<file path="config.mk">
export PLATFORM = sky130hd
export DESIGN_NAME = spi_master_transfer_unit
export DESIGN_NICKNAME = d
export VERILOG_FILES = /design/src/hw/rtl/spimt_pkg.sv /design/src/hw/rtl/spimt_in_stage.sv /design/src/hw/rtl/spimt_core.sv /design/src/hw/rtl/spimt_out_stage.sv /design/src/hw/rtl/spi_master_transfer_unit.sv
export SDC_FILE = /design/constraint.sdc
export NUM_CORES = 1
export LEC_CHECK = 0
export BUFFER_PORTS_ARGS = -buffer_cell sky130_fd_sc_hd__buf_4
export CAP_MARGIN = 30
export CORE_ASPECT_RATIO = 1.75
export CORE_UTILIZATION = 58
export CTS_CLUSTER_DIAMETER = 150
export DETAILED_ROUTE_END_ITERATION = 6
export GPL_TIMING_DRIVEN = 0
export PLACE_DENSITY_LB_ADDON = 0.05
export SYNTH_ARGS = -nofsm -noshare
export SYNTH_HDL_FRONTEND = slang
export SYNTH_HIERARCHICAL = 1
export SYNTH_SLANG_ARGS = --single-unit
</file>
<file path="constraint.sdc">
create_clock -name clk -period 3.56 [get_ports clk]
set_input_delay 0.534 -clock clk [delete_from_list [all_inputs] [get_ports clk]]
set_output_delay 0.534 -clock clk [all_outputs]
set_load 0.03 [all_outputs]
</file>
<file path="src/hw/rtl/spimt_pkg.sv">
// ----------------------------------------------------------------------------
// spimt_pkg
// Shared types and constants of the spi master transfer unit.
// ----------------------------------------------------------------------------
package spimt_pkg;

    localparam int MAX_BITS  = 32;
    localparam int WORD_BITS = 32;
    localparam int COUNT_W   = 6;
    localparam int BIT_IDX_W = $clog2(WORD_BITS);
    localparam int CFG_IDX_W = 2;
    localparam int CFG_DATA_W = 1;

    localparam int COUNT_LIMIT = (MAX_BITS < WORD_BITS) ? MAX_BITS : WORD_BITS;

    localparam int IN_DATA_W  = 40;
    localparam int OUT_DATA_W = 40;

    // item kinds
    localparam logic OP_START = 1'b0;
    localparam logic OP_TICK  = 1'b1;

    // configuration register indexes
    localparam logic [CFG_IDX_W-1:0] CFG_CLOCK_POLARITY  = 2'd0;
    localparam logic [CFG_IDX_W-1:0] CFG_CLOCK_PHASE     = 2'd1;
    localparam logic [CFG_IDX_W-1:0] CFG_ENABLE_POLARITY = 2'd2;

    typedef struct packed {
        logic                 opcode;
        logic [COUNT_W-1:0]   bit_count;
        logic [WORD_BITS-1:0] write_word;
        logic                 miso_level;
    } item_t;

    typedef struct packed {
        logic                 sclk_level;
        logic                 mosi_level;
        logic                 enable_level;
        logic                 busy_res;
        logic                 done_res;
        logic [WORD_BITS-1:0] read_word;
    } result_t;

endpackage

</file>
<file path="src/hw/rtl/spimt_in_stage.sv">
// ----------------------------------------------------------------------------
// spimt_in_stage
// Input register: holds one incoming beat until the core takes it.
// ----------------------------------------------------------------------------
module spimt_in_stage
(
    input  logic                               clk,
    input  logic                               rst_n,
    input  logic                               s_tvalid,
    output logic                               s_tready,
    input  logic [spimt_pkg::IN_DATA_W-1:0]    s_tdata,   // bit_count, write_word, miso_level
    input  logic                               s_tuser,   // opcode
    input  logic                               advance,
    output logic                               item_valid,
    output spimt_pkg::item_t                   item
);

    logic              valid_reg;
    logic              valid_next;
    spimt_pkg::item_t  item_reg;
    logic              load;

    assign s_tready = !valid_reg || advance;
    assign load     = s_tvalid && s_tready;

    always_comb
    begin
        valid_next = valid_reg;
        if (load)
        begin
            valid_next = 1'b1;
        end
        else if (advance)
        begin
            valid_next = 1'b0;
        end
    end

    always_ff @(posedge clk or negedge rst_n)
    begin
        if (!rst_n)
        begin
            valid_reg <= 1'b0;
        end
        else
        begin
            valid_reg <= valid_next;
        end
    end

    always_ff @(posedge clk)
    begin
        if (load)
        begin
            item_reg.opcode     <= s_tuser;
            item_reg.bit_count  <= s_tdata[spimt_pkg::COUNT_W-1:0];
            item_reg.write_word <= s_tdata[spimt_pkg::COUNT_W +: spimt_pkg::WORD_BITS];
            item_reg.miso_level <= s_tdata[spimt_pkg::COUNT_W + spimt_pkg::WORD_BITS];
        end
    end

    assign item_valid = valid_reg;
    assign item       = item_reg;

endmodule

</file>
<file path="src/hw/rtl/spimt_core.sv">
// ----------------------------------------------------------------------------
// spimt_core
// Transfer state, mode registers and the per-beat step of the spi master.
// ----------------------------------------------------------------------------
module spimt_core
(
    input  logic                                clk,
    input  logic                                rst_n,
    input  logic                                cfg_we,
    input  logic [spimt_pkg::CFG_IDX_W-1:0]     cfg_index,
    input  logic [spimt_pkg::CFG_DATA_W-1:0]    cfg_data,
    input  logic                                advance,
    input  spimt_pkg::item_t                    item,
    output spimt_pkg::result_t                  result
);

    logic                            cpol_reg, cpha_reg, epol_reg;
    logic [spimt_pkg::WORD_BITS-1:0] shift_out_reg, shift_out_next;
    logic [spimt_pkg::WORD_BITS-1:0] shift_in_reg, shift_in_next;
    logic [spimt_pkg::COUNT_W-1:0]   bits_left_reg, bits_left_next;
    logic                            half_phase_reg, half_phase_next;
    logic                            clock_line_reg, clock_line_next;
    logic                            data_line_reg, data_line_next;
    logic                            active_reg, active_next;

    logic [spimt_pkg::COUNT_W-1:0]   count;
    logic [spimt_pkg::COUNT_W-1:0]   count_m1;
    logic [spimt_pkg::COUNT_W-1:0]   left_m1;
    logic [spimt_pkg::COUNT_W-1:0]   left_m2;
    logic [spimt_pkg::WORD_BITS-1:0] shifted_in;
    logic                            done;
    logic [spimt_pkg::WORD_BITS-1:0] rd;

    always_comb
    begin
        count = item.bit_count;
        if (item.bit_count > spimt_pkg::COUNT_W'(spimt_pkg::COUNT_LIMIT))
        begin
            count = spimt_pkg::COUNT_W'(spimt_pkg::COUNT_LIMIT);
        end
    end

    assign count_m1   = count - 1'b1;
    assign left_m1    = bits_left_reg - 1'b1;
    assign left_m2    = bits_left_reg - 2'd2;
    assign shifted_in = {shift_in_reg[spimt_pkg::WORD_BITS-2:0], item.miso_level};

    always_comb
    begin
        shift_out_next  = shift_out_reg;
        shift_in_next   = shift_in_reg;
        bits_left_next  = bits_left_reg;
        half_phase_next = half_phase_reg;
        clock_line_next = clock_line_reg;
        data_line_next  = data_line_reg;
        active_next     = active_reg;
        done            = 1'b0;
        rd              = '0;
        if (item.opcode == spimt_pkg::OP_START)
        begin
            if (!active_reg)
            begin
                clock_line_next = cpol_reg;
                half_phase_next = 1'b0;
                shift_in_next   = '0;
                if (count == '0)
                begin
                    done           = 1'b1;
                    bits_left_next = '0;
                end
                else
                begin
                    shift_out_next = item.write_word;
                    bits_left_next = count;
                    active_next    = 1'b1;
                    if (!cpha_reg)
                    begin
                        data_line_next = item.write_word[count_m1[spimt_pkg::BIT_IDX_W-1:0]];
                    end
                end
            end
        end
        else if (active_reg)
        begin
            clock_line_next = !clock_line_reg;
            if (!half_phase_reg)
            begin
                // leading edge
                if (!cpha_reg)
                begin
                    shift_in_next = shifted_in;
                end
                else
                begin
                    data_line_next = shift_out_reg[left_m1[spimt_pkg::BIT_IDX_W-1:0]];
                end
                half_phase_next = 1'b1;
            end
            else
            begin
                // trailing edge closes one bit
                if (cpha_reg)
                begin
                    shift_in_next = shifted_in;
                end
                half_phase_next = 1'b0;
                bits_left_next  = left_m1;
                if (left_m1 == '0)
                begin
                    active_next = 1'b0;
                    done        = 1'b1;
                    rd          = shift_in_next;
                end
                else if (!cpha_reg)
                begin
                    data_line_next = shift_out_reg[left_m2[spimt_pkg::BIT_IDX_W-1:0]];
                end
            end
        end
    end

    always_ff @(posedge clk or negedge rst_n)
    begin
        if (!rst_n)
        begin
            cpol_reg       <= 1'b0;
            cpha_reg       <= 1'b0;
            epol_reg       <= 1'b0;
            shift_out_reg  <= '0;
            shift_in_reg   <= '0;
            bits_left_reg  <= '0;
            half_phase_reg <= 1'b0;
            clock_line_reg <= 1'b0;
            data_line_reg  <= 1'b0;
            active_reg     <= 1'b0;
        end
        else if (advance)
        begin
            shift_out_reg  <= shift_out_next;
            shift_in_reg   <= shift_in_next;
            bits_left_reg  <= bits_left_next;
            half_phase_reg <= half_phase_next;
            clock_line_reg <= clock_line_next;
            data_line_reg  <= data_line_next;
            active_reg     <= active_next;
        end
        else if (cfg_we && !active_reg)
        begin
            unique case (cfg_index)
                spimt_pkg::CFG_CLOCK_POLARITY:
                begin
                    cpol_reg       <= cfg_data[0];
                    clock_line_reg <= cfg_data[0];
                end
                spimt_pkg::CFG_CLOCK_PHASE:
                begin
                    cpha_reg <= cfg_data[0];
                end
                spimt_pkg::CFG_ENABLE_POLARITY:
                begin
                    epol_reg <= cfg_data[0];
                end
                default:
                begin
                end
            endcase
        end
    end

    always_comb
    begin
        result.sclk_level   = clock_line_next;
        result.mosi_level   = data_line_next;
        result.enable_level = active_next ? epol_reg : !epol_reg;
        result.busy_res     = active_next;
        result.done_res     = done;
        result.read_word    = rd;
    end

endmodule

</file>
<file path="src/hw/rtl/spimt_out_stage.sv">
// ----------------------------------------------------------------------------
// spimt_out_stage
// Result register: holds one result beat until the sink takes it.
// ----------------------------------------------------------------------------
module spimt_out_stage
(
    input  logic                               clk,
    input  logic                               rst_n,
    input  logic                               item_valid,
    input  spimt_pkg::result_t                 result,
    output logic                               advance,
    output logic                               m_tvalid,
    input  logic                               m_tready,
    // sclk_level, mosi_level, enable_level, busy_res, done_res, read_word, zero pad
    output logic [spimt_pkg::OUT_DATA_W-1:0]   m_tdata
);

    localparam int PAD_W = spimt_pkg::OUT_DATA_W - 5 - spimt_pkg::WORD_BITS;

    logic                valid_reg;
    logic                valid_next;
    spimt_pkg::result_t  result_reg;

    assign advance = item_valid && (!valid_reg || m_tready);

    always_comb
    begin
        valid_next = valid_reg;
        if (advance)
        begin
            valid_next = 1'b1;
        end
        else if (m_tready)
        begin
            valid_next = 1'b0;
        end
    end

    always_ff @(posedge clk or negedge rst_n)
    begin
        if (!rst_n)
        begin
            valid_reg <= 1'b0;
        end
        else
        begin
            valid_reg <= valid_next;
        end
    end

    always_ff @(posedge clk)
    begin
        if (advance)
        begin
            result_reg <= result;
        end
    end

    assign m_tvalid = valid_reg;
    assign m_tdata  = {{PAD_W{1'b0}},
                       result_reg.read_word,
                       result_reg.done_res,
                       result_reg.busy_res,
                       result_reg.enable_level,
                       result_reg.mosi_level,
                       result_reg.sclk_level};

endmodule

</file>
<file path="src/hw/rtl/spi_master_transfer_unit.sv">
// ----------------------------------------------------------------------------
// spi_master_transfer_unit
// SPI master, 1 to 32 bits MSB first, stepped by start and half-period beats.
// ----------------------------------------------------------------------------
// A start beat (opcode 0) received while idle loads the word and bit count and
// asserts the enable line, or returns done at once for a zero count; each tick
// beat (opcode 1) is one half period of the serial clock. Every beat returns one
// result beat with the line levels, busy and done flags and, on done, the
// captured read word. One beat is taken every clock cycle while the sink takes
// results; the result register captures each result as the core updates its
// state. Mode registers (clock polarity, phase, enable polarity) are written
// through the cfg port while no transfer is in progress.
module spi_master_transfer_unit
(
    input  logic                               clk,
    input  logic                               rst_n,
    input  logic                               cfg_we,
    input  logic [spimt_pkg::CFG_IDX_W-1:0]    cfg_index,
    input  logic [spimt_pkg::CFG_DATA_W-1:0]   cfg_data,
    input  logic                               s_tvalid,
    output logic                               s_tready,
    // bit_count, write_word, miso_level, zero pad
    input  logic [spimt_pkg::IN_DATA_W-1:0]    s_tdata,
    // opcode
    input  logic                               s_tuser,
    output logic                               m_tvalid,
    input  logic                               m_tready,
    // sclk_level, mosi_level, enable_level, busy_res, done_res, read_word, zero pad
    output logic [spimt_pkg::OUT_DATA_W-1:0]   m_tdata
);

    logic                item_valid;
    logic                advance;
    spimt_pkg::item_t    item;
    spimt_pkg::result_t  result;

    spimt_in_stage u_in_stage
    (
        .clk        (clk),
        .rst_n      (rst_n),
        .s_tvalid   (s_tvalid),
        .s_tready   (s_tready),
        .s_tdata    (s_tdata),
        .s_tuser    (s_tuser),
        .advance    (advance),
        .item_valid (item_valid),
        .item       (item)
    );

    spimt_core u_core
    (
        .clk       (clk),
        .rst_n     (rst_n),
        .cfg_we    (cfg_we),
        .cfg_index (cfg_index),
        .cfg_data  (cfg_data),
        .advance   (advance),
        .item      (item),
        .result    (result)
    );

    spimt_out_stage u_out_stage
    (
        .clk        (clk),
        .rst_n      (rst_n),
        .item_valid (item_valid),
        .result     (result),
        .advance    (advance),
        .m_tvalid   (m_tvalid),
        .m_tready   (m_tready),
        .m_tdata    (m_tdata)
    );

endmodule
</file>
# Yosys cells after proc, flatten, opt, wreduce, memory -nomap -nowiden
# Cells that the tools add are included.
# word_totals
reg_bits,156
in_bits,49
out_inout_bits,42
elab_cells,119
# op_classes
addsub,3
n_lt_le_gt_ge,4
eq_ne,6
muxes,54
bitwise_logic,4
reduce_logical,26
# op_table
operator,n
two-way mux 32 bit,6
two-way mux 1 bit,39
two-way mux 6 bit,6
less-than comparator 5 x 6 -> 1 bit (second input constant),3
AND reduction 4 bit,4
binary-select mux 1 bit (select 5 bit),3
zero test 6 bit,2
AND reduction 3 bit,4
nonzero test 2 bit,4
greater-than comparator 6 bit (second input constant),1
subtractor 6 x 1 -> 6 bit (second input constant),1
zero test 1 bit,5
subtractor 5 x 1 -> 5 bit (second input constant),1
subtractor 5 x 2 -> 5 bit (second input constant),1
!= test 2 x 1 -> 1 bit (second input constant),2
NOT 1 bit,4
logical AND 1 bit,3
!= test 3 bit (second input constant),1
== test 2 x 1 -> 1 bit (second input constant),1
== test 2 bit (second input constant),1
zero test 2 bit,1
logical OR 1 bit,2
!= test 2 bit (second input constant),1
AND reduction 2 bit,1

# Logic depth before layout (Yosys ltp)
# Gate-level depths: netlist (run 1).
# logic_depth
depth_word,9
ltp_mapped,14
ltp_nobuf,10

# Hierarchy
# Netlist (run 1), hierarchy kept.
# by_module_without_submodules
mod,instances,cells_per_inst,area_each_um2,seq_area_each_um2
spimt_core,1,503,5053.6,1926.8
spimt_in_stage,1,44,1255.0,1226.2
spimt_out_stage,1,45,1181.1,1136.1

# Worst setup path before layout (run 1)
# Ideal clock, no wire load.
# synth_path
path_kind,in2reg
from,in m_tready
to,reg u_core/shift_in_reg[31] (netlist bit)
setup_time_ns,0.083
arrival_ns,3.028
path_slack_ns,0.449
cell_stages,10
path_buffers,2
path_cell_list,nand2b_1 and2_1 buf_2 inv_1 nor2_1 nand3_1 nor2_1 clkbuf_1 a22oi_1 o21ai_0
# synth_via
elab_chain_len,3
# synth_lines
element,line_no,text
"start, declared",spi_master_transfer_unit.sv:27,"input logic m_tready,"
logical OR 1 bit,spimt_out_stage.sv:24,assign advance = item_valid && (!valid_reg || m_tready);
logical AND 1 bit,spimt_out_stage.sv:24,
via advance,spi_master_transfer_unit.sv:33,logic advance;
AND reduction 4 bit (no source line),-,
"end signal, assigned",spimt_core.sv:140,shift_in_reg <= shift_in_next;
"end, declared",spimt_core.sv:19,"logic [spimt_pkg::WORD_BITS-1:0] shift_in_reg, shift_in_next;"
# The timed path passes the listed nets, and every way through them passes these cells.
# A chain may end at the register's enable or synchronous reset.

# Worst setup path after layout (run 1)
# layout_path
from,reg u_core/bits_left_reg[1] (netlist bit)
to,"reg u_out_stage.result_reg, in the netlist u_out_stage/m_tdata[1] (data pin)"
# layout_via
elab_chain_len,8
elab_cells_between_ends,13
cone_classes,2 x add/sub; 10 x mux; 1 x reduce/logical
# layout_lines
element,line_no,text
"start, declared",spimt_core.sv:20,"logic [spimt_pkg::COUNT_W-1:0] bits_left_reg, bits_left_next;"
"start signal, assigned",spimt_core.sv:141,bits_left_reg <= bits_left_next;
subtractor 5 x 2 -> 5 bit,spimt_core.sv:45,assign left_m2 = bits_left_reg - 2'd2;
binary-select mux 1 bit (select 5 bit),spimt_core.sv:116,data_line_next = shift_out_reg[left_m2[spimt_pkg::BIT_IDX_W-1:0]];
two-way mux 1 bit (implied by the code),spimt_core.sv:116,
two-way mux 1 bit,spimt_core.sv:114,else if (!cpha_reg)
two-way mux 1 bit,spimt_core.sv:108,if (left_m1 == '0)
two-way mux 1 bit *,spimt_core.sv:86,if (!half_phase_reg)
two-way mux 1 bit *,spimt_core.sv:83,else if (active_reg)
two-way mux 1 bit *,spimt_core.sv:59,if (item.opcode == spimt_pkg::OP_START)
via u_core.data_line_next,spimt_core.sv:23,"logic data_line_reg, data_line_next;"
"end signal, assigned",spimt_out_stage.sv:55,result_reg <= result;
"end, declared",spimt_out_stage.sv:22,spimt_pkg::result_t result_reg;
# Mark *: on every way through the listed nets, which the timed path passes. The rest lies on a longest branch. The select of a mux whose other input is x is not followed.

==> results of run 1 <==
## logic make-up (layout without fill, tap and decap cells)
| logic type | after synthesis | after routing |
|---|---|---|
| AOI/OAI and AO/OA | 104 | 104 |
| other | 1 | 3 |
| muxes | 106 | 106 |
| buffers and inverters | 54 | 172 |
| and+or+nand+nor | 155 | 155 |
| DFF | 156 | 156 |
| xor gates and xnor gates | 10 | 10 |
| adders and majority gates | 6 | 6 |
## cell type report
type | instances | area, µm²
timing repair buffer | 87 | 673
sequential | 156 | 4290
multi-input combinational | 384 | 2980
tap | 168 | 210
clock buffer | 19 | 433
buffer | 43 | 219
fill | 894 | 3490
inverter | 10 | 37.5
clock inverter | 13 | 166
## what timing repair did
action	4_1_cts	5_1_grt
setup endpoints to repair	1	1
gates cloned	0	0
gates resized for setup	2	4
pin swaps	0	0
hold endpoints to repair	0	0
## layout by cell type, fill, tap and decap left out, types with 24 or more instances in the layout
cell type / instances
a22oi_1: 33
buf_4: 95
clkbuf_1: 24
dfrtp_1: 79
edfxtp_1: 77
mux2_2: 39
mux2i_1: 47
nand2_1: 63
nor2_1: 48
o21ai_0: 37
## power by group
part / internal, mW / switching, mW / leakage, nW / total, mW
clock network: 1.11 / 0.723 / 0.284 / 1.83
logic: 0.925 / 0.920 / 1.54 / 1.84
registers: 2.26 / 0.300 / 1.77 / 2.56
## final timing paths
check | from | end | slack, ns
worst max-delay path | u_core/bits_left_reg[1] | u_out_stage/m_tdata[1] | 0.13
worst min-delay path | rst_n | u_core/shift_out_reg[22] | 0.03
worst max register to register | u_core/bits_left_reg[1] | u_out_stage/m_tdata[1] | 0.13
worst min register to register | u_in_stage/item[27] | u_core/shift_out_reg[26] | 0.51
max in group asynchronous | rst_n | u_in_stage/item_valid | 2.94
min in group clk | s_tdata[8] | u_in_stage/item[3] | 0.29
## metrics by stage
step	power [mW]	utilization (%)	worst slack (ns)	instance area, µm²
3_5_place_dp	4.41	67.1	-0.108	8380
2_1_floorplan	3.87	-	0.449	7500
6_report	6.24	72.1	0.134	9010
4_1_cts	6.25	72.0	0.0973	8990
3_3_place_gp	4.33	66.8	-0.332	8350
5_1_grt	6.50	72.1	0.0000879	9010
## routing by layer
layer,GRT usage [%],vias to the layer above,part of all wire (%)
li1,-,2390,-
met1,25.5,2536,34
met2,47.8,169,58
met3,4.06,50,3.3
met4,15.7,0,4.5
met5,0,-,0
==> results.sh, run 1 <==
export IMPL_status="finished, final reports clean"
export IMPL_ant_nets=0
export IMPL_reg2reg_depth=10
export IMPL_hp_class="input port to asynchronous set/reset pin"
export IMPL_max_freq_ghz=0.292
export IMPL_syn_cell_area_um2=7490
export IMPL_critPathLaunchType="register"
export IMPL_wl_per_cell_um=18.2
export IMPL_cts_max_path_buffers=2
export IMPL_antenna_found_initial=0
export IMPL_portBuffers=86
export IMPL_start_util_pct=59.9
export IMPL_hold_buffers=0
export IMPL_critPathRequiredTime_ns=3.74
export IMPL_final_cells=880
export IMPL_finalWirelength_um=16000
export IMPL_cts_root_buf="clkbuf_16"
export IMPL_hold_viol=0
export IMPL_grt_use_total_pct=25.7
export IMPL_largest_register_ff_count=40
export IMPL_worstPathCellList="inv_2 > ha_1 > xor2_1 > mux4_1 > mux2_2 > a221oi_1 > o21ai_2 > a21oi_2 > a22oi_1 > buf_4"
export IMPL_worst_path_max_delay_cell="xor2_1"
export IMPL_die_width_um=87.9
export IMPL_cts_num_sinks=156
export IMPL_core_um2=12500
export IMPL_synthAdderAreaFrac_pct=1.00
export IMPL_die_area_um2=13400
export IMPL_synthArstFlopShare_pct=50.6
export IMPL_ys_warn_count=6
export IMPL_path_clk_slew_ns=0.06
export IMPL_area_growth_pct=20.3
export IMPL_grt_pass1_wl_um=26000
export IMPL_drt_initial_drc_count=291
export IMPL_synth_area_leader_cell="edfxtp_1"
export IMPL_crit_path_max_fanout=12
export IMPL_p_per_area_nw_per_um2=693
export IMPL_synth_xor_area_share_pct=1.17
export IMPL_max_slew_margin_pct=41.7
export IMPL_row_count=54
export IMPL_numCtsBuffers=17
export IMPL_grt_max_degree=55
export IMPL_end_kind="register"
export IMPL_muxShareOfSynthArea_pct=18.3
export IMPL_grt_pass1_vias=5376
export IMPL_final_period_utilization_pct=96.2
export IMPL_yosys_cell_types_count=55
export IMPL_synth_top_family_by_area="multiplexers"
export IMPL_yosys_top_cells_count="79 x dfrtp_1, 77 x edfxtp_1, 63 x nand2_1"
export IMPL_yosys_area_top_type_share_pct=30.9
export IMPL_critPathTopFamily="multiplexers"
export IMPL_worst_path_buf_inv=2
export IMPL_diodes=0
export IMPL_slowest_delay_ns=0.68
export IMPL_hold_ws_ns=0.0291
export IMPL_p_leak_nw=3.59
export IMPL_die_h_um=152
export IMPL_synth_edf_count=77
export IMPL_ys_ff_latch=156
export IMPL_cp_depth=10
export IMPL_synthTopCellsByArea="edfxtp_1 31%, dfrtp_1 26%, mux2i_1 6.3%"
export IMPL_min_period_ns=3.43
export IMPL_synth_compound_area_share_pct=9.42
export IMPL_avgSynthCellArea_um2=12.7
export IMPL_ioPinCount=91
export IMPL_setup_tns_ns=0
export IMPL_fin_nets=754
export IMPL_drv_slew=0
export IMPL_postCtsSetupRepairBufs=0
export IMPL_htreeDepth=4
export IMPL_tritoncts="done"
export IMPL_yosys_cell_count_top_type="dfrtp_1"
export IMPL_clock_skew_ns=0.00894
export IMPL_viasPerCell=5.85
export IMPL_yosysSeqAreaShare_pct=57.3
export IMPL_setup_viol=0
export IMPL_clock_latency_ns=0.42
export IMPL_synth_simple_gate_area_share_pct=9.44
export IMPL_synthFlopType="dfrtp_1"
export IMPL_tightest_slew_ns=0.874
export IMPL_rsz0062_at_grt="no"
export IMPL_drt_pass1_iter_count=5
export IMPL_dp_hpwl_um=11700
export IMPL_place_congestion=0.915
export IMPL_drc_errors=0
export IMPL_vias=5145
export IMPL_drive_above_1_share_pct=28.8
export IMPL_place_inst=849
export IMPL_max_cap_violations=0
export IMPL_cp_arrival_ns=3.61
export IMPL_ir_worst_vdd_mv=0.471
export IMPL_syn_inst=592
export IMPL_overflow=0
export IMPL_crit_type="register to register"
Note: power is estimated with default switching activity, not from simulation.
==> run 2, diff against run 1 <==
- CORE_UTILIZATION: 58 -> 49
==> run 2 against run 1 <==
  * Total power up 0.16%
  * Die area up 18%
  * Worst setup slack worse by 0.073 ns
  * Non-clock buffer count up 1
  * Global-route usage down 3.2 points
  * Critical path type unchanged
  * Largest power group unchanged
  * Highest routed layer unchanged
==> results.sh, run 2 (synthesis gave the netlist of run 1 again) <==
export IMPL_grt_pass1_vias=5263
export IMPL_area_growth_pct=20.4
export IMPL_total_power_mw=6.25
export IMPL_grt_max_degree=53
export IMPL_numCtsBuffers=17
export IMPL_cts_max_path_buffers=2
export IMPL_place_congestion=0.900
export IMPL_max_slew_margin_pct=46.1
export IMPL_cp_arrival_ns=3.68
export IMPL_cts_num_sinks=156
export IMPL_vias=5106
export IMPL_start_util_pct=50.2
export IMPL_setup_viol=0
export IMPL_clock_latency_ns=0.42
export IMPL_hold_buffers=0
export IMPL_clock_skew_ns=0.0126
export IMPL_path_clk_slew_ns=0.06
export IMPL_hp_class="input port to asynchronous set/reset pin"
export IMPL_ioPinCount=91
export IMPL_hold_viol=0
export IMPL_max_cap_violations=0
export IMPL_final_period_utilization_pct=98.3
export IMPL_wl_per_cell_um=18.5
export IMPL_crit_path_max_fanout=10
export IMPL_tightest_slew_ns=0.805
export IMPL_portBuffers=86
export IMPL_grt_pass1_wl_um=26600
export IMPL_status="finished, final reports clean"
export IMPL_fin_nets=755
export IMPL_finalWirelength_um=16600
export IMPL_ant_nets=0
export IMPL_antenna_found_initial=0
export IMPL_critPathRequiredTime_ns=3.74
export IMPL_die_area_um2=15800
export IMPL_max_freq_ghz=0.286
export IMPL_cts_root_buf="clkbuf_16"
export IMPL_end_kind="register"
export IMPL_drt_pass1_iter_count=5
export IMPL_p_leak_nw=3.58
export IMPL_layout_commonest_cell="buf_4"
export IMPL_p_per_area_nw_per_um2=693
export IMPL_drive_above_1_share_pct=28.8
export IMPL_crit_type="register to register"
export IMPL_tritoncts="done"
export IMPL_drc_errors=0
export IMPL_critPathLaunchType="register"
export IMPL_dp_hpwl_um=12000
export IMPL_row_count=59
export IMPL_htreeDepth=4
export IMPL_drv_slew=0
export IMPL_rsz0062_at_grt="yes"
export IMPL_overflow=0
export IMPL_min_period_ns=3.50
export IMPL_grt_use_total_pct=22.6
export IMPL_largest_register_ff_count=40
export IMPL_ir_worst_vdd_mv=0.369
export IMPL_reg2reg_depth=13
export IMPL_viasPerCell=5.70
export IMPL_layout_common_cells="95 x buf_4, 79 x dfrtp_1, 77 x edfxtp_1"
export IMPL_die_width_um=95.5
export IMPL_die_h_um=166
export IMPL_diodes=0
export IMPL_core_um2=14900
export IMPL_drt_initial_drc_count=282
export IMPL_setup_tns_ns=0
-- run 2: cell count changes in the layout (fill, tap and decap cells not counted), sizes merged --
cell / previous run / this run
buf: 108 / 109
clkbuf: 41 / 42
clkinv: 4 / 1
clkinvlp: 3 / 5
-- run 2: worst paths after layout --
kind | startpoint | end | slack [ns]
setup / recovery | u_in_stage/item[38] | u_out_stage/m_tdata[1] | 0.06
hold / removal | rst_n | u_core/shift_out_reg[26] | 0.03
setup reg to reg | u_in_stage/item[38] | u_out_stage/m_tdata[1] | 0.06
hold reg to reg | u_in_stage/item[10] | u_core/shift_out_reg[9] | 0.51
max in group asynchronous | rst_n | u_core/shift_in_reg[27] | 2.91
min in group clk | s_tdata[10] | u_in_stage/item[5] | 0.28
-- run 2: power breakdown --
group	total [mW]	switching, mW	internal, mW	leakage, nW
registers	2.57	0.310	2.26	1.77
logic	1.83	0.906	0.921	1.54
clock network	1.85	0.738	1.11	0.274
-- run 2: area by class of cell --
| class | instances | area, µm² |
|---|---|---|
| repair buffers | 87 | 673 |
| multi-input cells | 384 | 2970 |
| well taps | 183 | 229 |
| fillers | 1255 | 5890 |
| plain buffers | 44 | 216 |
| clock buffers | 20 | 437 |
| clock inverters | 12 | 163 |
| flip-flops and latches | 156 | 4290 |
| inverters | 10 | 37.5 |
-- run 2: repair_timing --
item	CTS	global route
buffers inserted	0	0
gates resized for setup	1	3
endpoints found under the setup margin	1	22
cloned	0	0
pin swaps	0	0
endpoints found under the hold margin	0	0
-- run 2: routing by layer --
layer  global-route usage (%)  wire length [µm]
met2                     43.0              9610
met4                     11.9               607
met3                     3.71               472
met5                        0                 0
met1                     22.7              5920
-- run 2: through the flow --
stage	hold WS (ns)	setup slack [ns]	instances	area, µm²	utilization, %
2_1_floorplan	0.238	0.449	594	7500	-
4_1_cts	0.0376	0.0340	896	9010	60.4
3_5_place_dp	0.488	-0.112	864	8400	56.3
3_3_place_gp	0.486	-0.428	863	8370	56.1
5_1_grt	0.0575	-0.119	896	9020	60.5
6_report	0.0322	0.0610	896	9020	60.5
-- run 2: critical path, stage by stage, from the launching register on --
cell and delay (ns):
edfxtp_1 0.38, buf_6 0.16, nor2b_2 0.14, inv_2 0.13, buf_2 0.25, ha_1 0.21
buf_2 0.18, xnor2_2 0.37, mux2_4 0.36, a2111oi_4 0.42, nor4_2 0.12, o31ai_1 0.24
a22oi_1 0.13, buf_4 0.16
